[config.mk]
export PLATFORM = sky130hd
export DESIGN_NAME = cartoon_eye_pixel_shader
export DESIGN_NICKNAME = d
export VERILOG_FILES = /design/src/rtl/ceps_pkg.sv /design/src/rtl/ceps_cfg_regs.sv /design/src/rtl/cartoon_eye_pixel_shader.sv
export SDC_FILE = /design/constraint.sdc
export NUM_CORES = 1
export LEC_CHECK = 0
export BUFFER_PORTS_ARGS = -buffer_cell sky130_fd_sc_hd__buf_2
export CAP_MARGIN = 20
export CORE_ASPECT_RATIO = 0.75
export CORE_MARGIN = 5
export CORE_UTILIZATION = 43
export DETAILED_ROUTE_END_ITERATION = 10
export SETUP_SLACK_MARGIN = 0.05
export SYNTH_ARGS = -nofsm -noshare
export SYNTH_HDL_FRONTEND = slang
export SYNTH_SLANG_ARGS = --single-unit
[constraint.sdc]
create_clock -name clk -period 17.8 [get_ports clk]
set_input_delay 2.67 -clock clk [delete_from_list [all_inputs] [get_ports clk]]
set_output_delay 2.67 -clock clk [all_outputs]
set_load 0.01 [all_outputs]
[src/rtl/ceps_pkg.sv]
// ----------------------------------------------------------------------------
// Cartoon eye pixel shader package
// Register map, shading constants and the configuration bundle.
// ----------------------------------------------------------------------------
package ceps_pkg;

	localparam int CFG_IW = 3;
	localparam int CFG_DW = 24;

	localparam logic [CFG_IW-1:0] REG_PUPIL_DX      = 3'd0;
	localparam logic [CFG_IW-1:0] REG_PUPIL_DY      = 3'd1;
	localparam logic [CFG_IW-1:0] REG_IRIS_RGB      = 3'd2;
	localparam logic [CFG_IW-1:0] REG_HIGHLIGHT     = 3'd3;
	localparam logic [CFG_IW-1:0] REG_EYELID_ROWS   = 3'd4;
	localparam logic [CFG_IW-1:0] REG_CLOSED_EYE    = 3'd5;

	localparam logic [1:0] HL_NONE = 2'd0;
	localparam logic [1:0] HL_DOT  = 2'd1;
	localparam logic [1:0] HL_STAR = 2'd2;

	localparam logic [23:0] IRIS_RESET = 24'h0096C8;
	localparam logic [23:0] LID_RGB    = 24'hFFC800;
	localparam logic [23:0] WHITE_RGB  = 24'hFFFFFF;
	localparam logic [23:0] BLACK_RGB  = 24'h000000;

	localparam int EYE_R       = 120;
	localparam int EYE_R2      = 14400;
	localparam int PUPIL_R2    = 5625;
	localparam int IRIS_R2     = 7569;
	localparam int HL_OFF      = 30;
	localparam int HL_R        = 20;
	localparam int HL_R2       = 400;
	localparam int SLIT_SHIFT  = 6;
	localparam int ELLIPSE_LIM = 921600;

	typedef struct packed {
		logic [5:0]  pupil_dx;
		logic [5:0]  pupil_dy;
		logic [23:0] iris_rgb;
		logic [1:0]  highlight_mode;
		logic [7:0]  eyelid_rows;
		logic        closed_eye;
	} cfg_t;

endpackage

[src/rtl/ceps_cfg_regs.sv]
// ----------------------------------------------------------------------------
// Cartoon eye configuration registers
// Write-only register file; unknown indexes are dropped.
// ----------------------------------------------------------------------------
module ceps_cfg_regs (
	input  logic                          clk,
	input  logic                          arst_n,
	input  logic                          cfg_we,
	input  logic [ceps_pkg::CFG_IW-1:0]   cfg_index,
	input  logic [ceps_pkg::CFG_DW-1:0]   cfg_data,
	output ceps_pkg::cfg_t                cfg
);

	ceps_pkg::cfg_t cfg_q;

	always_ff @(posedge clk or negedge arst_n) begin
		if (!arst_n) begin
			cfg_q.pupil_dx       <= 6'd0;
			cfg_q.pupil_dy       <= 6'd0;
			cfg_q.iris_rgb       <= ceps_pkg::IRIS_RESET;
			cfg_q.highlight_mode <= ceps_pkg::HL_DOT;
			cfg_q.eyelid_rows    <= 8'd0;
			cfg_q.closed_eye     <= 1'b0;
		end else if (cfg_we) begin
			unique case (cfg_index)
				ceps_pkg::REG_PUPIL_DX:    cfg_q.pupil_dx       <= cfg_data[5:0];
				ceps_pkg::REG_PUPIL_DY:    cfg_q.pupil_dy       <= cfg_data[5:0];
				ceps_pkg::REG_IRIS_RGB:    cfg_q.iris_rgb       <= cfg_data[23:0];
				ceps_pkg::REG_HIGHLIGHT:   cfg_q.highlight_mode <= cfg_data[1:0];
				ceps_pkg::REG_EYELID_ROWS: cfg_q.eyelid_rows    <= cfg_data[7:0];
				ceps_pkg::REG_CLOSED_EYE:  cfg_q.closed_eye     <= cfg_data[0];
				default: ;
			endcase
		end
	end

	assign cfg = cfg_q;

endmodule

[src/rtl/cartoon_eye_pixel_shader.sv]
// ----------------------------------------------------------------------------
// Cartoon eye pixel shader
// Four register stages lie between input transfer and out_valid
// (offsets, squares, sums and products, compare and color select into the output register).
// Throughput: one pixel per cycle; a held output stalls only a full pipeline.
// Reset: valid bits clear, configuration registers load their defaults.
// ----------------------------------------------------------------------------
module cartoon_eye_pixel_shader #(
	parameter int SCREEN_W = 240,
	parameter int SCREEN_H = 240
) (
	input  logic                          clk,
	input  logic                          arst_n,
	input  logic                          cfg_we,
	input  logic [ceps_pkg::CFG_IW-1:0]   cfg_index,
	input  logic [ceps_pkg::CFG_DW-1:0]   cfg_data,
	input  logic                          in_valid,
	output logic                          in_stall,
	input  logic [7:0]                    pixel_x,
	input  logic [7:0]                    pixel_y,
	output logic                          out_valid,
	input  logic                          out_stall,
	output logic [7:0]                    red,
	output logic [7:0]                    green,
	output logic [7:0]                    blue
);

	localparam int MAXD = (SCREEN_W > SCREEN_H) ? SCREEN_W : SCREEN_H;
	localparam int CW   = $clog2(MAXD + 1);
	localparam int DW   = $clog2(MAXD / 2 + 256) + 1;
	localparam int MW   = DW - 1;
	localparam int SQW  = 2 * MW;
	localparam int SW   = SQW + 1;
	localparam int EW   = SQW + 15;

	localparam logic signed [DW-1:0] CX = DW'(SCREEN_W / 2);
	localparam logic signed [DW-1:0] CY = DW'(SCREEN_H / 2);

	ceps_pkg::cfg_t cfg;

	ceps_cfg_regs u_cfg (
		.clk       (clk),
		.arst_n    (arst_n),
		.cfg_we    (cfg_we),
		.cfg_index (cfg_index),
		.cfg_data  (cfg_data),
		.cfg       (cfg)
	);

	logic v_s1, v_s2, v_s3, v_s4;
	logic rdy1, rdy2, rdy3, rdy4;

	assign rdy4     = !v_s4 || !out_stall;
	assign rdy3     = !v_s3 || rdy4;
	assign rdy2     = !v_s2 || rdy3;
	assign rdy1     = !v_s1 || rdy2;
	assign in_stall = !rdy1;

	always_ff @(posedge clk or negedge arst_n) begin
		if (!arst_n) begin
			v_s1 <= 1'b0;
			v_s2 <= 1'b0;
			v_s3 <= 1'b0;
			v_s4 <= 1'b0;
		end else begin
			if (rdy1) v_s1 <= in_valid;
			if (rdy2) v_s2 <= v_s1;
			if (rdy3) v_s3 <= v_s2;
			if (rdy4) v_s4 <= v_s3;
		end
	end

	// stage 1: offsets from eye, pupil and highlight centers
	logic signed [DW-1:0] x_ext, y_ext, ex_c, ey_c, pdx_c, pdy_c, offx, offy;
	logic                 on_c;

	assign x_ext = $signed(DW'(pixel_x));
	assign y_ext = $signed(DW'(pixel_y));
	assign offx  = DW'($signed(cfg.pupil_dx));
	assign offy  = DW'($signed(cfg.pupil_dy));
	assign ex_c  = x_ext - CX;
	assign ey_c  = y_ext - CY;
	assign pdx_c = ex_c - offx;
	assign pdy_c = ey_c - offy;
	assign on_c  = (CW'(pixel_x) < CW'(SCREEN_W)) && (CW'(pixel_y) < CW'(SCREEN_H));

	logic signed [DW-1:0] ex_s1, ey_s1, pdx_s1, pdy_s1, hdx_s1, hdy_s1;
	logic                 on_s1;

	always_ff @(posedge clk) begin
		if (rdy1 && in_valid) begin
			ex_s1  <= ex_c;
			ey_s1  <= ey_c;
			pdx_s1 <= pdx_c;
			pdy_s1 <= pdy_c;
			hdx_s1 <= pdx_c + DW'(ceps_pkg::HL_OFF);
			hdy_s1 <= pdy_c + DW'(ceps_pkg::HL_OFF);
			on_s1  <= on_c;
		end
	end

	// stage 2: squares, diamond distance, eyelid row
	function automatic logic [MW-1:0] mag(input logic signed [DW-1:0] v);
		logic signed [DW-1:0] n;
		n = -v;
		return v[DW-1] ? MW'(n) : MW'(v);
	endfunction

	logic [MW-1:0] m_ex, m_ey, m_px, m_py, m_hx, m_hy;

	assign m_ex = mag(ex_s1);
	assign m_ey = mag(ey_s1);
	assign m_px = mag(pdx_s1);
	assign m_py = mag(pdy_s1);
	assign m_hx = mag(hdx_s1);
	assign m_hy = mag(hdy_s1);

	logic [SQW-1:0] ex2_s2, ey2_s2, px2_s2, py2_s2, hx2_s2, hy2_s2;
	logic [MW:0]    man_s2;
	logic           lid_s2, on_s2;

	always_ff @(posedge clk) begin
		if (rdy2 && v_s1) begin
			ex2_s2 <= SQW'(m_ex) * SQW'(m_ex);
			ey2_s2 <= SQW'(m_ey) * SQW'(m_ey);
			px2_s2 <= SQW'(m_px) * SQW'(m_px);
			py2_s2 <= SQW'(m_py) * SQW'(m_py);
			hx2_s2 <= SQW'(m_hx) * SQW'(m_hx);
			hy2_s2 <= SQW'(m_hy) * SQW'(m_hy);
			man_s2 <= (MW+1)'(m_hx) + (MW+1)'(m_hy);
			lid_s2 <= (ey_s1 + DW'(ceps_pkg::EYE_R)) < $signed(DW'(cfg.eyelid_rows));
			on_s2  <= on_s1;
		end
	end

	// stage 3: distance sums and ellipse terms
	logic [SW-1:0] eye_d2_s3, pd2_s3, hd2_s3;
	logic [EW-1:0] ell_s3;
	logic [MW:0]   man_s3;
	logic          lid_s3, on_s3;

	always_ff @(posedge clk) begin
		if (rdy3 && v_s2) begin
			eye_d2_s3 <= SW'(ex2_s2) + SW'(ey2_s2);
			pd2_s3    <= SW'(px2_s2) + SW'(py2_s2);
			hd2_s3    <= SW'(hx2_s2) + SW'(hy2_s2);
			ell_s3    <= (EW'(ex2_s2) << ceps_pkg::SLIT_SHIFT)
				+ EW'(ey2_s2) * EW'(ceps_pkg::EYE_R2);
			man_s3    <= man_s2;
			lid_s3    <= lid_s2;
			on_s3     <= on_s2;
		end
	end

	// stage 4: layer compares and color select
	logic        in_eye, in_pupil, in_iris, in_dot, in_star, in_ell;
	logic [23:0] rgb_c;

	assign in_eye   = eye_d2_s3 <= SW'(ceps_pkg::EYE_R2);
	assign in_pupil = pd2_s3 <= SW'(ceps_pkg::PUPIL_R2);
	assign in_iris  = !in_pupil && (pd2_s3 <= SW'(ceps_pkg::IRIS_R2));
	assign in_dot   = (cfg.highlight_mode == ceps_pkg::HL_DOT)
		&& (hd2_s3 <= SW'(ceps_pkg::HL_R2));
	assign in_star  = (cfg.highlight_mode == ceps_pkg::HL_STAR)
		&& (man_s3 <= (MW+1)'(ceps_pkg::HL_R));
	assign in_ell   = ell_s3 <= EW'(ceps_pkg::ELLIPSE_LIM);

	always_comb begin
		rgb_c = ceps_pkg::BLACK_RGB;
		if (!on_s3) begin
			rgb_c = ceps_pkg::BLACK_RGB;
		end else if (cfg.closed_eye) begin
			rgb_c = in_ell ? ceps_pkg::LID_RGB : ceps_pkg::BLACK_RGB;
		end else begin
			if (in_eye) rgb_c = ceps_pkg::WHITE_RGB;
			if (in_pupil) rgb_c = ceps_pkg::BLACK_RGB;
			if (in_iris) rgb_c = cfg.iris_rgb;
			if (in_dot || in_star) rgb_c = ceps_pkg::WHITE_RGB;
			if (in_eye && lid_s3) rgb_c = ceps_pkg::LID_RGB;
		end
	end

	logic [7:0] red_s4, green_s4, blue_s4;

	always_ff @(posedge clk) begin
		if (rdy4 && v_s3) begin
			red_s4   <= rgb_c[23:16];
			green_s4 <= rgb_c[15:8];
			blue_s4  <= rgb_c[7:0];
		end
	end

	assign out_valid = v_s4;
	assign red       = red_s4;
	assign green     = green_s4;
	assign blue      = blue_s4;

`ifndef ASSERT_OFF
	a_stall_only_when_full: assert property (@(posedge clk) disable iff (!arst_n)
		in_stall |-> (v_s1 && v_s2 && v_s3 && v_s4 && out_stall))
		else $error("input stalled with a free pipeline slot");

	a_offscreen_black: assert property (@(posedge clk) disable iff (!arst_n)
		(v_s3 && rdy4 && !on_s3) |=> (red == 8'd0 && green == 8'd0 && blue == 8'd0))
		else $error("off-screen pixel not black");

	a_advance_fills_output: assert property (@(posedge clk) disable iff (!arst_n)
		(v_s3 && rdy4) |=> out_valid)
		else $error("stage 3 item lost on advance");
`endif

endmodule

== After elaboration in Yosys (flattened, before gate mapping) ==
Index checks and enable logic that the tools add are counted.

* Bits in registers: 356
* Input port bits: 48

* Add/sub/neg operators: 18
* Multipliers: 7
* Order comparisons: 9
* Eq/ne operators: 7
* Mux-type cells: 13
* Reduce and logical (&&, ||, !) cells: 28

{| class="wikitable"
|+ Operator list
! kind !! count
|-
| 24-bit two-way mux || 7
|-
| 9-bit by 9-bit multiplier with 18-bit output || 6
|-
| 18-bit by 18-bit adder with 19-bit output || 3
|-
| 9-bit two-way mux || 6
|-
| 9-bit negation || 6
|-
| 19-bit by 13-bit less-or-equal comparator with 1-bit output, second input constant || 2
|-
| 24-bit by 32-bit adder with 33-bit output || 1
|-
| 33-bit by 20-bit less-or-equal comparator with 1-bit output, second input constant || 1
|-
| 18-bit by 8-bit multiplier with 26-bit output, second input constant || 1
|-
| 10-bit by 6-bit adder with 10-bit output, second input constant || 2
|-
| 9-bit by 6-bit subtractor with 10-bit output || 2
|-
| 19-bit by 14-bit less-or-equal comparator with 1-bit output, second input constant || 1
|-
| 19-bit by 9-bit less-or-equal comparator with 1-bit output, second input constant || 1
|-
| 8-bit by 7-bit subtractor with 9-bit output, second input constant || 2
|-
| 8-bit < comparator, second input constant || 2
|-
| 2-bit AND reduction || 6
|-
| 9-bit by 8-bit adder with 10-bit output, second input constant || 1
|-
| 9-bit by 9-bit adder with 10-bit output || 1
|-
| 10-bit by 5-bit less-or-equal comparator with 1-bit output, second input constant || 1
|-
| 10-bit by 9-bit < comparator with 1-bit output || 1
|-
| 1-bit logical AND || 9
|-
| 1-bit zero test || 7
|-
| 3-bit by 2-bit == test with 1-bit output, second input constant || 2
|-
| 3-bit == test, second input constant || 2
|-
| other kinds (5) || 9
|}

== Logic depth before layout (Yosys ltp) ==
Gate-level depths: netlist (run 1).

* Depth after elaboration: 7
* Mapped depth: 25
* Gate-level depth less buffers: 23

== Modules after synthesis ==
Synthesis (run 1) repeated with hierarchy kept, for this count alone.

* Cells, all modules: 2,888
* Area total of the unflattened synthesis: 29,794.8 µm²

{| class="wikitable"
|+ By module, submodules not included
! module !! times used !! cells an instance !! area each (µm²) !! seq. area each (µm²)
|-
| cartoon_eye_pixel_shader || 1 || 2,783 || 27,873.0 || 8,568.2
|-
| ceps_cfg_regs || 1 || 105 || 1,921.8 || 1,186.1
|}

== Worst setup path before layout (run 1) ==
OpenSTA, ideal clock, no wires.

* Kind: input to register
* From: input out_stall
* To: register ell_s3[11] (enable)
* Library setup time: 548 ps
* Arrival time: 6,797 ps
* Required time: 17,252 ps
* Path slack: 10,455 ps
* Stages on the path: 2
* Path buffers: 0
* Cells stage by stage: and3_1 -> nor2b_1

* Cells in the longest elaborated chain, start to end: 4

{| class="wikitable"
|+ Ends and longest elaborated chain
! what !! line !! RTL
|-
| start: declaration || cartoon_eye_pixel_shader.sv:22 || <nowiki>input logic out_stall,</nowiki>
|-
| 1-bit zero test || cartoon_eye_pixel_shader.sv:53 || <nowiki>assign rdy4 = !v_s4 || !out_stall;</nowiki>
|-
| 1-bit logical OR || cartoon_eye_pixel_shader.sv:53 ||
|-
| 1-bit logical OR || cartoon_eye_pixel_shader.sv:54 || <nowiki>assign rdy3 = !v_s3 || rdy4;</nowiki>
|-
| 1-bit logical AND || cartoon_eye_pixel_shader.sv:143 || <nowiki>if (rdy3 && v_s2) begin</nowiki>
|-
| end signal: assignment || cartoon_eye_pixel_shader.sv:147 || <nowiki>ell_s3 <= (EW'(ex2_s2) << ceps_pkg::SLIT_SHIFT)</nowiki>
|-
| end: declaration || cartoon_eye_pixel_shader.sv:138 || <nowiki>logic [EW-1:0] ell_s3;</nowiki>
|}

No other way between the ends.
A chain may end at the register's enable or synchronous reset.

==> results of run 1 <==
==> placed cells by master (no fill, tap or decap), types with 31 or more instances in the layout <==
master	Yosys	layout
sky130_fd_sc_hd__inv_1	536	536
sky130_fd_sc_hd__ha_1	378	378
sky130_fd_sc_hd__edfxtp_1	282	282
sky130_fd_sc_hd__nor2_1	245	243
sky130_fd_sc_hd__fa_1	233	233
sky130_fd_sc_hd__nand2_1	231	231
sky130_fd_sc_hd__xnor2_1	177	177
sky130_fd_sc_hd__a21oi_1	111	111
sky130_fd_sc_hd__xor2_1	79	79
sky130_fd_sc_hd__buf_2	1	74
sky130_fd_sc_hd__o21ai_0	57	57
sky130_fd_sc_hd__dfrtp_1	43	43
sky130_fd_sc_hd__nor3_1	39	39
sky130_fd_sc_hd__clkbuf_16	0	39
sky130_fd_sc_hd__a21o_1	37	37
sky130_fd_sc_hd__mux2_2	35	35
sky130_fd_sc_hd__o21ai_1	31	31
==> path summary, 6_finish.rpt <==
| check | startpoint | endpoint | slack (ps) | cells past startpoint |
|---|---|---|---|---|
| worst max-delay path | pdx_s1[0]$_DFFE_PP_ | hx2_s2[17]$_DFFE_PP_ | 10930 | 22 |
| worst min-delay path | man_s2[7]$_DFFE_PP_ | man_s3[7]$_DFFE_PP_ | 420 | 0 |
| worst max register to register | pdx_s1[0]$_DFFE_PP_ | hx2_s2[17]$_DFFE_PP_ | 10930 | 22 |
| worst min register to register | man_s2[7]$_DFFE_PP_ | man_s3[7]$_DFFE_PP_ | 420 | 0 |
| max in group asynchronous | arst_n | u_cfg.cfg[41]$_DFFE_PN0P_ | 15140 | 2 |
| min in group asynchronous | arst_n | u_cfg.cfg[6]$_DFFE_PN0P_ | 2220 | 2 |
==> kinds of logic after synthesis <==
group                      after synthesis
other                                    2
AOI/OAI and AO/OA                      404
adders and majority gates              611
muxes                                   38
buffers and inverters                  579
DFF                                    333
xor gates and xnor gates               256
and+or+nand+nor                        697
==> flip-flops by register name (all words and copies together) (netlist names), 8 cells and up <==
signal	flops
ey2_s2	17
hx2_s2	16
eye_d2_s3	19
ell_s3	22
px2_s2	17
py2_s2	17
man_s3	10
green	8
ex2_s2	17
ex_s1	9
ey_s1	9
hd2_s3	17
u_cfg.cfg	47
blue	8
hy2_s2	16
red	8
pdx_s1	10
pd2_s3	19
pdy_s1	10
hdx_s1	9
hdy_s1	9
man_s2	10
==> layout make-up <==
type	count	area [um2]
flip-flops and latches	333	9754
well taps	892	1116
clock buffers	46	1012
clock inverters	23	240.2
fillers	6418	35960
inverters	546	2049
repair buffers	87	467.9
multi-input cells	2017	17940
==> cell usage after synthesis (7+ instances only) <==
cell	instances
sky130_fd_sc_hd__edfxtp_1	282
sky130_fd_sc_hd__nor2_1	245
sky130_fd_sc_hd__a21o_1	37
sky130_fd_sc_hd__a41o_1	8
sky130_fd_sc_hd__a21oi_1	111
sky130_fd_sc_hd__o21ai_0	57
sky130_fd_sc_hd__o21a_1	19
sky130_fd_sc_hd__nand2b_1	23
sky130_fd_sc_hd__o211ai_1	8
sky130_fd_sc_hd__nor3b_1	8
sky130_fd_sc_hd__mux2_2	35
sky130_fd_sc_hd__ha_1	378
sky130_fd_sc_hd__o21bai_1	19
sky130_fd_sc_hd__nor3_1	39
sky130_fd_sc_hd__inv_2	8
sky130_fd_sc_hd__o41ai_1	8
sky130_fd_sc_hd__o21ai_1	31
sky130_fd_sc_hd__or3_1	14
sky130_fd_sc_hd__fa_1	233
sky130_fd_sc_hd__xnor2_1	177
sky130_fd_sc_hd__inv_1	536
sky130_fd_sc_hd__o31ai_1	17
sky130_fd_sc_hd__nand3_1	27
sky130_fd_sc_hd__or4_1	7
sky130_fd_sc_hd__nor2b_1	28
sky130_fd_sc_hd__dfstp_2	8
sky130_fd_sc_hd__a211oi_1	10
sky130_fd_sc_hd__xor2_1	79
sky130_fd_sc_hd__dfrtp_1	43
sky130_fd_sc_hd__nand4_1	9
sky130_fd_sc_hd__and2_1	16
sky130_fd_sc_hd__a21boi_0	13
sky130_fd_sc_hd__a211o_1	8
sky130_fd_sc_hd__nand2_1	231
sky130_fd_sc_hd__clkbuf_1	29
sky130_fd_sc_hd__a31oi_1	8
sky130_fd_sc_hd__and3_1	14
sky130_fd_sc_hd__nor4_1	15
==> stage by stage <==
| step | hold WS, ps | worst slack (ps) |
|---|---|---|
| finish | 417.2 | 10930 |
| global route | 418.6 | 10510 |
| CTS | 413.9 | 10920 |
| detailed placement | 405.7 | 10960 |
| global placement | 401.7 | 11130 |
| floorplan | 400.3 | 10450 |
==> metal layers <==
layer / share of wire [%] / track usage, % / up-vias / routed length (um)
met3: 4.9 / 2.943 / 71 / 3238
met5: 0 / 0 / - / 0
met4: 1.8 / 3.483 / 0 / 1162
met2: 42 / 26.69 / 384 / 27630
met1: 51 / 27.18 / 9781 / 33540
li1: - / - / 9900 / -
==> flow_metrics.env, run 1 <==
export IMPL_achievable_frequency_mhz=145.5
export IMPL_postLayoutCellArea_um2=32580
export IMPL_clockRootBuffer="sky130_fd_sc_hd__clkbuf_16"
export IMPL_wl_per_cell_um=16.63
export IMPL_post_synth_top_area_cell="sky130_fd_sc_hd__edfxtp_1"
export IMPL_grt_max_degree=77
export IMPL_placedInstanceArea_um2=31320
export IMPL_drcViolationCount=0
export IMPL_finalNonFillerCells=3944
export IMPL_clk_latency_ps=580
export IMPL_clock_skew_final_ps=35.62
export IMPL_post_cts_repair_setup_buffers=0
export IMPL_post_synth_mux_area_share_pct=1.422
export IMPL_report_final_slew_viol_count=0
export IMPL_synth_yosys_warnings=0
export IMPL_crit_slowest_cell="sky130_fd_sc_hd__edfxtp_1"
export IMPL_critical_path_startpoint_category="flop"
export IMPL_total_standard_cell_area_after_synthesis_um2=29820
export IMPL_synthCells=2920
export IMPL_layout_drive_gt1_share_pct=7.274
export IMPL_yosys_top_cell_area_share_pct=28.40
export IMPL_yosys_area_share_adder_pct=31.50
export IMPL_layout_core_utilization_pct=47.53
export IMPL_clock_sinks=333
export IMPL_run_status="completed"
export IMPL_dieWidth_um=314.1
export IMPL_setup_viol=0
export IMPL_synth_ff_latch_count=333
export IMPL_number_of_h_tree_levels=2
export IMPL_synthToLayoutAreaGrowth_pct=9.248
export IMPL_track_usage_pct=17.73
export IMPL_hold_viol=0
export IMPL_first_pass_grt_wire_length_mm=107.8
export IMPL_worst_endpoint_arrival_ps=7190
export IMPL_total_global_routing_overflow=0
export IMPL_number_of_antenna_violations_at_the_first_check_in_global_routing=0
export IMPL_n_diodes=0
export IMPL_fp_dieH_um=238.1
export IMPL_rsz0062_at_grt="false"
export IMPL_design_die_area_um2=74770
export IMPL_tritoncts="yes"
export IMPL_clk_transition_reported_paths_ps=60
export IMPL_synth_seq_area_share_pct=32.71
export IMPL_drt_pass1_iterations=6
export IMPL_fin_crit_ps=6874
export IMPL_synth_area_top_cells="sky130_fd_sc_hd__edfxtp_1 28%, sky130_fd_sc_hd__ha_1 16%, sky130_fd_sc_hd__fa_1 16%"
export IMPL_dominant_combinational_cell_family_by_area_after_synthesis="adder cells"
export IMPL_number_of_buffers_created_by_cts=39
export IMPL_hold_buffers=0
export IMPL_initial_utilization_pct=43.50
export IMPL_maxSlewHeadroom_pct=21.68
export IMPL_critical_path_max_stage_delay_ps=690
export IMPL_core_rowCount=83
export IMPL_synth_edf_count=282
export IMPL_min_period_over_period_pct=38.62
export IMPL_tightest_slew_ps=1145
export IMPL_synth_simple_area_share_pct=10.59
export IMPL_post_cts_resize_count=0
export IMPL_family_with_the_most_delay_on_the_worst_path="adder cells"
export IMPL_dp_cells=3874
export IMPL_setup_worst_path_class="flop to flop"
export IMPL_design_portCount=74
export IMPL_synth_compound_area_share_pct=8.912
export IMPL_vias_in_the_first_global_route=20568
export IMPL_routed_via_count=20136
export IMPL_numPortBuffers=73
export IMPL_numnets_final=3683
export IMPL_detailedRoute_firstIterationViolations=1092
export IMPL_cells_along_the_critical_path="inv_1 > ha_1 > nand2_1 > nand2_1 > xnor2_1 > inv_1 > nor2_1 > fa_1 > fa_1 > ha_1 > inv_1 > fa_1 > inv_1 > ha_1 > a21o_1 > a21oi_1 > o21ai_1 > a31o_1 > a311o_1 > a31o_1 > a21o_1 > xnor2_1"
export IMPL_wirelength_mm=65.57
export IMPL_weighted_congestion_at_the_end_of_routability_driven_global_placement=0.9046
export IMPL_asyncSetResetFlopFracSynth_pct=15.32
export IMPL_drv_max_cap_violation_count=0
export IMPL_end_kind="flop"
export IMPL_critical_path_top_cell_by_count="sky130_fd_sc_hd__inv_1"
export IMPL_synth_cell_type_count=82
export IMPL_worstPathRequired_ps=18120
export IMPL_worstPathBufferInverterCount=4
export IMPL_routed_via_density=5.105
export IMPL_postSynth_topFlopCell="sky130_fd_sc_hd__edfxtp_1"
export IMPL_final_antenna_net_count=0
export IMPL_crit_fanout=14
export IMPL_placeableCoreArea_um2=68540
export IMPL_hpwlAfterDp_mm=53.78
export IMPL_setup_tns_ps=0
export IMPL_syn_mean_instance_area_um2=10.21
export IMPL_yosys_area_share_xor_xnor_pct=7.519
export IMPL_min_delay_path_class="flop to flop"
export IMPL_cts_max_path_buffers=3
Power of run 1 is left out: the tool's default activity adds up to more than one toggle a clock period on the data nets, which glitch-free logic cannot reach.
==> run 2: changes to the inputs <==
- clock period: 17.8 -> 7.1 ns (I/O delays scaled with it)
==> run 2 against run 1 <==
Clock skew grew 6.3 ps. Design area grew 0.13%. Via count is essentially flat. Maximum frequency grew 5.5%. Critical path depth is the same. Global-route usage shrank 0.19 points. Final cell count grew 0.33%. Register-to-register slack lost 10000 ps. Critical endpoint is now ex2_s2[16]$_DFFE_PP_. Highest routed layer is now met5.
==> flow_metrics.env, run 2 (synthesized netlist as in run 1, its figures left out) <==
export IMPL_dieWidth_um=314.1
export IMPL_n_diodes=0
export IMPL_post_cts_resize_count=0
export IMPL_number_of_buffers_created_by_cts=39
export IMPL_cells_along_the_critical_path="inv_1 > ha_1 > nand2_1 > o31ai_1 > xnor2_1 > and2_1 > inv_1 > fa_1 > inv_1 > fa_1 > inv_1 > fa_1 > fa_1 > inv_1 > ha_1 > o21ai_1 > a21boi_0 > o21ai_1 > a21oi_1 > a41o_1 > o41ai_1 > xnor2_1"
export IMPL_core_rowCount=83
export IMPL_crit_slowest_cell="sky130_fd_sc_hd__xnor2_1"
export IMPL_most_common_layout_cells="536 x sky130_fd_sc_hd__inv_1, 378 x sky130_fd_sc_hd__ha_1, 282 x sky130_fd_sc_hd__edfxtp_1, 243 x sky130_fd_sc_hd__nor2_1, 233 x sky130_fd_sc_hd__fa_1"
export IMPL_min_delay_path_class="flop to flop"
export IMPL_layout_drive_gt1_share_pct=7.406
export IMPL_setup_worst_path_class="flop to flop"
export IMPL_maxSlewHeadroom_pct=28.24
export IMPL_setup_tns_ps=0
export IMPL_critical_path_startpoint_category="flop"
export IMPL_worstPathRequired_ps=7400
export IMPL_design_portCount=74
export IMPL_hold_buffers=0
export IMPL_setup_viol=0
export IMPL_routed_via_density=5.093
export IMPL_end_kind="flop"
export IMPL_largest_reg_flops=47
export IMPL_area_sequential_um2=9754
export IMPL_wl_per_cell_um=16.36
export IMPL_fin_crit_ps=6513
export IMPL_worst_endpoint_arrival_ps=6810
export IMPL_detailedRoute_firstIterationViolations=1321
export IMPL_placeableCoreArea_um2=68540
export IMPL_crit_fanout=11
export IMPL_initial_utilization_pct=43.50
export IMPL_clk_latency_ps=590
export IMPL_numPortBuffers=73
export IMPL_tritoncts="yes"
export IMPL_report_final_slew_viol_count=0
export IMPL_filler_cell_count=6324
export IMPL_drt_pass1_iterations=5
export IMPL_final_antenna_net_count=0
export IMPL_leading_cell_type_in_the_layout_fill_and_taps_excluded="sky130_fd_sc_hd__inv_1"
export IMPL_critical_path_max_stage_delay_ps=850
export IMPL_wirelength_mm=64.74
export IMPL_post_cts_repair_setup_buffers=0
export IMPL_rsz0062_at_grt="false"
export IMPL_min_period_over_period_pct=91.73
export IMPL_grt_max_degree=72
export IMPL_clk_transition_reported_paths_ps=50
export IMPL_multi_input_comb_area_um2=17940
export IMPL_worstPathBufferInverterCount=5
export IMPL_critical_path_top_cell_by_count="sky130_fd_sc_hd__inv_1"
export IMPL_total_global_routing_overflow=0
export IMPL_drv_max_cap_violation_count=0
export IMPL_synthToLayoutAreaGrowth_pct=9.386
export IMPL_drcViolationCount=0
export IMPL_family_with_the_most_delay_on_the_worst_path="adder cells"
export IMPL_clock_sinks=333
export IMPL_vias_in_the_first_global_route=20592
export IMPL_numnets_final=3693
export IMPL_fp_dieH_um=238.1
export IMPL_clock_skew_final_ps=41.93
export IMPL_tightest_slew_ps=1069
export IMPL_cts_max_path_buffers=3
export IMPL_weighted_congestion_at_the_end_of_routability_driven_global_placement=0.9128
export IMPL_clockRootBuffer="sky130_fd_sc_hd__clkbuf_16"
export IMPL_number_of_antenna_violations_at_the_first_check_in_global_routing=2
export IMPL_hold_viol=0
export IMPL_achievable_frequency_mhz=153.5
export IMPL_track_usage_pct=17.54
export IMPL_design_die_area_um2=74770
export IMPL_routed_via_count=20154
export IMPL_first_pass_grt_wire_length_mm=107.2
export IMPL_run_status="completed"
export IMPL_hpwlAfterDp_mm=53.01
export IMPL_number_of_h_tree_levels=2
[run 2: changes by cell type in the layout (fill, tap and decap cells not counted), sizes merged]
cell,delta
buf,+10
clkbuf,+9
clkinv,-5
bufinv,-2
inv,+1
[run 2: worst paths after layout]
kind                                      from                   endpoint  slack [ps]  cells after the start
max                         ex_s1[0]$_DFFE_PP_       ex2_s2[16]$_DFFE_PP_         590                     22
min                        man_s2[4]$_DFFE_PP_        man_s3[4]$_DFFE_PP_         420                      0
max reg2reg                 ex_s1[0]$_DFFE_PP_       ex2_s2[16]$_DFFE_PP_         590                     22
min reg2reg                man_s2[4]$_DFFE_PP_        man_s3[4]$_DFFE_PP_         420                      0
max in group asynchronous               arst_n  u_cfg.cfg[28]$_DFFE_PN0P_        6020                      2
min in group asynchronous               arst_n  u_cfg.cfg[15]$_DFFE_PN0P_         610                      2
[run 2: metal layers]
| metal | part of all wire, % | GRT usage [%] | vias up |
|---|---|---|---|
| met3 | 5.6 | 3.074 | 77 |
| li1 | - | - | 9936 |
| met2 | 42 | 26.40 | 393 |
| met5 | 0.029 | 0 | - |
| met1 | 50 | 26.56 | 9744 |
| met4 | 2.0 | 4.020 | 4 |
[run 2: layout make-up]
| type | count | share of cell area (%) |
|---|---|---|
| Timing Repair Buffer | 97 | 1.665 |
| Inverter | 546 | 6.283 |
| Clock buffer | 55 | 3.268 |
| Multi-Input combinational cell | 2017 | 54.99 |
| Sequential cell | 333 | 29.91 |
| Clock inverter | 17 | 0.4680 |
| Tap cell | 892 | 3.422 |
[run 2: worst register-to-register path: stages, from the launching register on]
cell and delay, ps:
sky130_fd_sc_hd__edfxtp_1 480, sky130_fd_sc_hd__inv_1 190, sky130_fd_sc_hd__ha_1 250, sky130_fd_sc_hd__nand2_1 110
sky130_fd_sc_hd__o31ai_1 90, sky130_fd_sc_hd__xnor2_1 850, sky130_fd_sc_hd__and2_1 270, sky130_fd_sc_hd__inv_1 70
sky130_fd_sc_hd__fa_1 590, sky130_fd_sc_hd__inv_1 70, sky130_fd_sc_hd__fa_1 500, sky130_fd_sc_hd__inv_1 50
sky130_fd_sc_hd__fa_1 470, sky130_fd_sc_hd__fa_1 550, sky130_fd_sc_hd__inv_1 50, sky130_fd_sc_hd__ha_1 330
sky130_fd_sc_hd__o21ai_1 140, sky130_fd_sc_hd__a21boi_0 150, sky130_fd_sc_hd__o21ai_1 170, sky130_fd_sc_hd__a21oi_1 120
sky130_fd_sc_hd__a41o_1 280, sky130_fd_sc_hd__o41ai_1 350, sky130_fd_sc_hd__xnor2_1 120
[run 2: per-stage QoR]
| step | area [um2] | setup WS, ps | hold WS, ps | std cells | utilization [%] |
|---|---|---|---|---|---|
| after CTS | 32610 | 625.9 | 417.8 | 3956 | 47.58 |
| after floorplan | 29850 | 938.2 | 400.3 | 2929 | - |
| after detailed placement | 31390 | 694.6 | 404.5 | 3884 | 45.80 |
| final | 32620 | 586.8 | 417.7 | 3957 | 47.59 |
| after global routing | 32620 | 158.4 | 419.9 | 3957 | 47.59 |
| after global placement | 31390 | 874.1 | 400.9 | 3884 | 45.80 |
Power of run 2 is left out for the same reason.
==> run 3: changes to the inputs <==
- SLEW_MARGIN: not set -> 30
- SYNTH_HIERARCHICAL: not set -> 1
==> run 3 against run 2 <==
Wire length down 2.5%. Final cell count down 0.66%. Hold slack worse by 2.3 ps. Critical path type unchanged.
==> flow_metrics.env, run 3 <==
export IMPL_largest_reg_flops=47
export IMPL_run_status="completed"
export IMPL_synth_most_common_cell="sky130_fd_sc_hd__inv_1"
export IMPL_post_cts_resize_count=0
export IMPL_vias_in_the_first_global_route=20372
export IMPL_number_of_antenna_violations_at_the_first_check_in_global_routing=1
export IMPL_multi_input_comb_area_um2=17880
export IMPL_setup_tns_ps=0
export IMPL_number_of_h_tree_levels=2
export IMPL_maxSlewHeadroom_pct=38.63
export IMPL_yosys_top_cell_area_share_pct=28.42
export IMPL_critical_path_startpoint_category="flop"
export IMPL_wirelength_mm=63.11
export IMPL_clockRootBuffer="sky130_fd_sc_hd__clkbuf_16"
export IMPL_design_die_area_um2=74710
export IMPL_fin_crit_ps=6390
export IMPL_post_cts_repair_setup_buffers=0
export IMPL_clock_sinks=333
export IMPL_area_sequential_um2=9754
export IMPL_post_synth_top_area_cell="sky130_fd_sc_hd__edfxtp_1"
export IMPL_drv_max_cap_violation_count=0
export IMPL_synth_yosys_warnings=6
export IMPL_rrSetupSlack_ps=710
export IMPL_routed_via_density=5.035
export IMPL_hold_buffers=0
export IMPL_achievable_frequency_mhz=156.5
export IMPL_clock_skew_final_ps=37.98
export IMPL_most_common_layout_cells="552 x sky130_fd_sc_hd__inv_1, 378 x sky130_fd_sc_hd__ha_1, 282 x sky130_fd_sc_hd__edfxtp_1, 244 x sky130_fd_sc_hd__nor2_1, 233 x sky130_fd_sc_hd__fa_1"
export IMPL_synth_edf_count=282
export IMPL_drcViolationCount=0
export IMPL_numPortBuffers=73
export IMPL_clk_latency_ps=560
export IMPL_routed_via_count=19792
export IMPL_rsz0062_at_grt="false"
export IMPL_design_portCount=74
export IMPL_synth_ff_latch_count=333
export IMPL_end_kind="flop"
export IMPL_synth_seq_area_share_pct=32.74
export IMPL_detailedRoute_firstIterationViolations=1141
export IMPL_n_diodes=0
export IMPL_number_of_buffers_created_by_cts=38
export IMPL_worst_endpoint_arrival_ps=6690
export IMPL_total_global_routing_overflow=0
export IMPL_synth_cell_type_count=79
export IMPL_hold_viol=0
export IMPL_drt_pass1_iterations=6
export IMPL_setup_viol=0
export IMPL_final_antenna_net_count=0
export IMPL_grt_max_degree=69
export IMPL_track_usage_pct=17.04
export IMPL_synthCells=2888
export IMPL_report_final_slew_viol_count=0
export IMPL_wl_per_cell_um=16.05
export IMPL_setup_worst_path_class="flop to flop"
export IMPL_tightest_slew_ps=910.9
export IMPL_worstPathRequired_ps=7400
export IMPL_postSynth_topFlopCell="sky130_fd_sc_hd__edfxtp_1"
export IMPL_leading_cell_type_in_the_layout_fill_and_taps_excluded="sky130_fd_sc_hd__inv_1"
export IMPL_weighted_congestion_at_the_end_of_routability_driven_global_placement=0.8722
export IMPL_core_rowCount=83
export IMPL_clk_transition_reported_paths_ps=60
export IMPL_hpwlAfterDp_mm=51.64
export IMPL_synth_area_top_cells="sky130_fd_sc_hd__edfxtp_1 28%, sky130_fd_sc_hd__ha_1 16%, sky130_fd_sc_hd__fa_1 16%"
export IMPL_asyncSetResetFlopFracSynth_pct=15.32
export IMPL_filler_cell_count=6263
export IMPL_first_pass_grt_wire_length_mm=104.9
export IMPL_tritoncts="yes"
export IMPL_syn_mean_instance_area_um2=10.32
export IMPL_crit_fanout=8
export IMPL_total_standard_cell_area_after_synthesis_um2=29790
export IMPL_initial_utilization_pct=43.47
export IMPL_synthToLayoutAreaGrowth_pct=9.894
export IMPL_min_delay_path_class="flop to flop"
export IMPL_fp_dieH_um=238.0
export IMPL_min_period_over_period_pct=90.01
export IMPL_post_synth_most_frequent_cells="552 x sky130_fd_sc_hd__inv_1, 378 x sky130_fd_sc_hd__ha_1, 282 x sky130_fd_sc_hd__edfxtp_1"
export IMPL_dieWidth_um=314.0
export IMPL_placeableCoreArea_um2=68540
export IMPL_layout_drive_gt1_share_pct=8.424
export IMPL_numnets_final=3668
export IMPL_cts_max_path_buffers=3
==> run 3: changes by cell type in the layout (fill, tap and decap cells not counted), sizes merged, moves of 5 or more <==
cell,change
or2,+6
or3,+7
xor2,-8
inv,+10
nor2b,-5
mux2,+18
nand2,-33
a21oi,+5
o21a,+7
o21ai,-14
nor3,+8
clkbuf,-8
a21o,-6
==> run 3: final timing paths <==
kind / from / to / cells past startpoint
min in group asynchronous: arst_n / u_cfg/cfg[29]$_DFFE_PN0P_ / 2
min reg2reg: man_s2[7]$_DFFE_PP_ / man_s3[7]$_DFFE_PP_ / 0
max reg2reg: ey_s1[0]$_DFFE_PP_ / ey2_s2[16]$_DFFE_PP_ / 23
max: ey_s1[0]$_DFFE_PP_ / ey2_s2[16]$_DFFE_PP_ / 23
min: man_s2[7]$_DFFE_PP_ / man_s3[7]$_DFFE_PP_ / 0
max in group asynchronous: arst_n / u_cfg/cfg[11]$_DFFE_PN0P_ / 2
==> run 3: through the flow <==
| stage | hold slack (ps) | worst slack (ps) | instances | utilization (%) | cell area [um2] |
|---|---|---|---|---|---|
| after floorplan | 400.3 | 843.1 | 2897 | - | 29830 |
| final | 415.4 | 709.6 | 3931 | 47.77 | 32740 |
| after global placement | 402.4 | 947.3 | 3860 | 45.81 | 31400 |
| after CTS | 405.9 | 695.0 | 3930 | 47.72 | 32710 |
| after detailed placement | 404.5 | 708.4 | 3860 | 45.82 | 31410 |
| after global routing | 419.9 | 253.0 | 3931 | 47.77 | 32740 |
==> run 3: per-layer routing <==
metal / up-vias / GRT usage, % / share of wire [%]
met5: - / 0 / 0
met4: 0 / 2.837 / 1.5
met3: 64 / 1.954 / 3.5
met2: 281 / 27.59 / 45
met1: 9623 / 25.27 / 50
li1: 9824 / - / -
==> run 3: logic make-up after synthesis <==
group	share of synthesized area [%]
xor gates and xnor gates	7.231
buffers and inverters	7.517
AOI/OAI and AO/OA	8.311
other	0.02521
muxes	2.289
adders and majority gates	31.53
DFF	32.74
and+or+nand+nor	10.36
==> run 3: area by class of cell <==
cell class	instances	area share, %
Clock buffer	47	3.069
Clock inverter	23	0.9171
Inverter	557	6.385
Multi-Input combinational cell	1978	54.61
Sequential cell	333	29.79
Tap cell	892	3.409
Timing Repair Buffer	101	1.819
==> run 3: critical path, stage by stage (launching register included) <==
cell and delay [ps]:
sky130_fd_sc_hd__edfxtp_1 460, sky130_fd_sc_hd__inv_1 170, sky130_fd_sc_hd__ha_1 240, sky130_fd_sc_hd__nand2b_1 140
sky130_fd_sc_hd__o21ai_0 130, sky130_fd_sc_hd__xnor2_1 540, sky130_fd_sc_hd__inv_1 230, sky130_fd_sc_hd__nor2_1 190
sky130_fd_sc_hd__inv_1 80, sky130_fd_sc_hd__fa_1 590, sky130_fd_sc_hd__inv_1 70, sky130_fd_sc_hd__fa_1 490
sky130_fd_sc_hd__inv_1 50, sky130_fd_sc_hd__fa_1 460, sky130_fd_sc_hd__fa_1 540, sky130_fd_sc_hd__inv_1 40
sky130_fd_sc_hd__ha_1 320, sky130_fd_sc_hd__o21ai_0 110, sky130_fd_sc_hd__a21boi_0 150, sky130_fd_sc_hd__o21ai_0 240
sky130_fd_sc_hd__a22oi_1 140, sky130_fd_sc_hd__a41o_1 280, sky130_fd_sc_hd__o41a_1 320, sky130_fd_sc_hd__xor2_1 150
Power of run 3 is left out for the same reason.
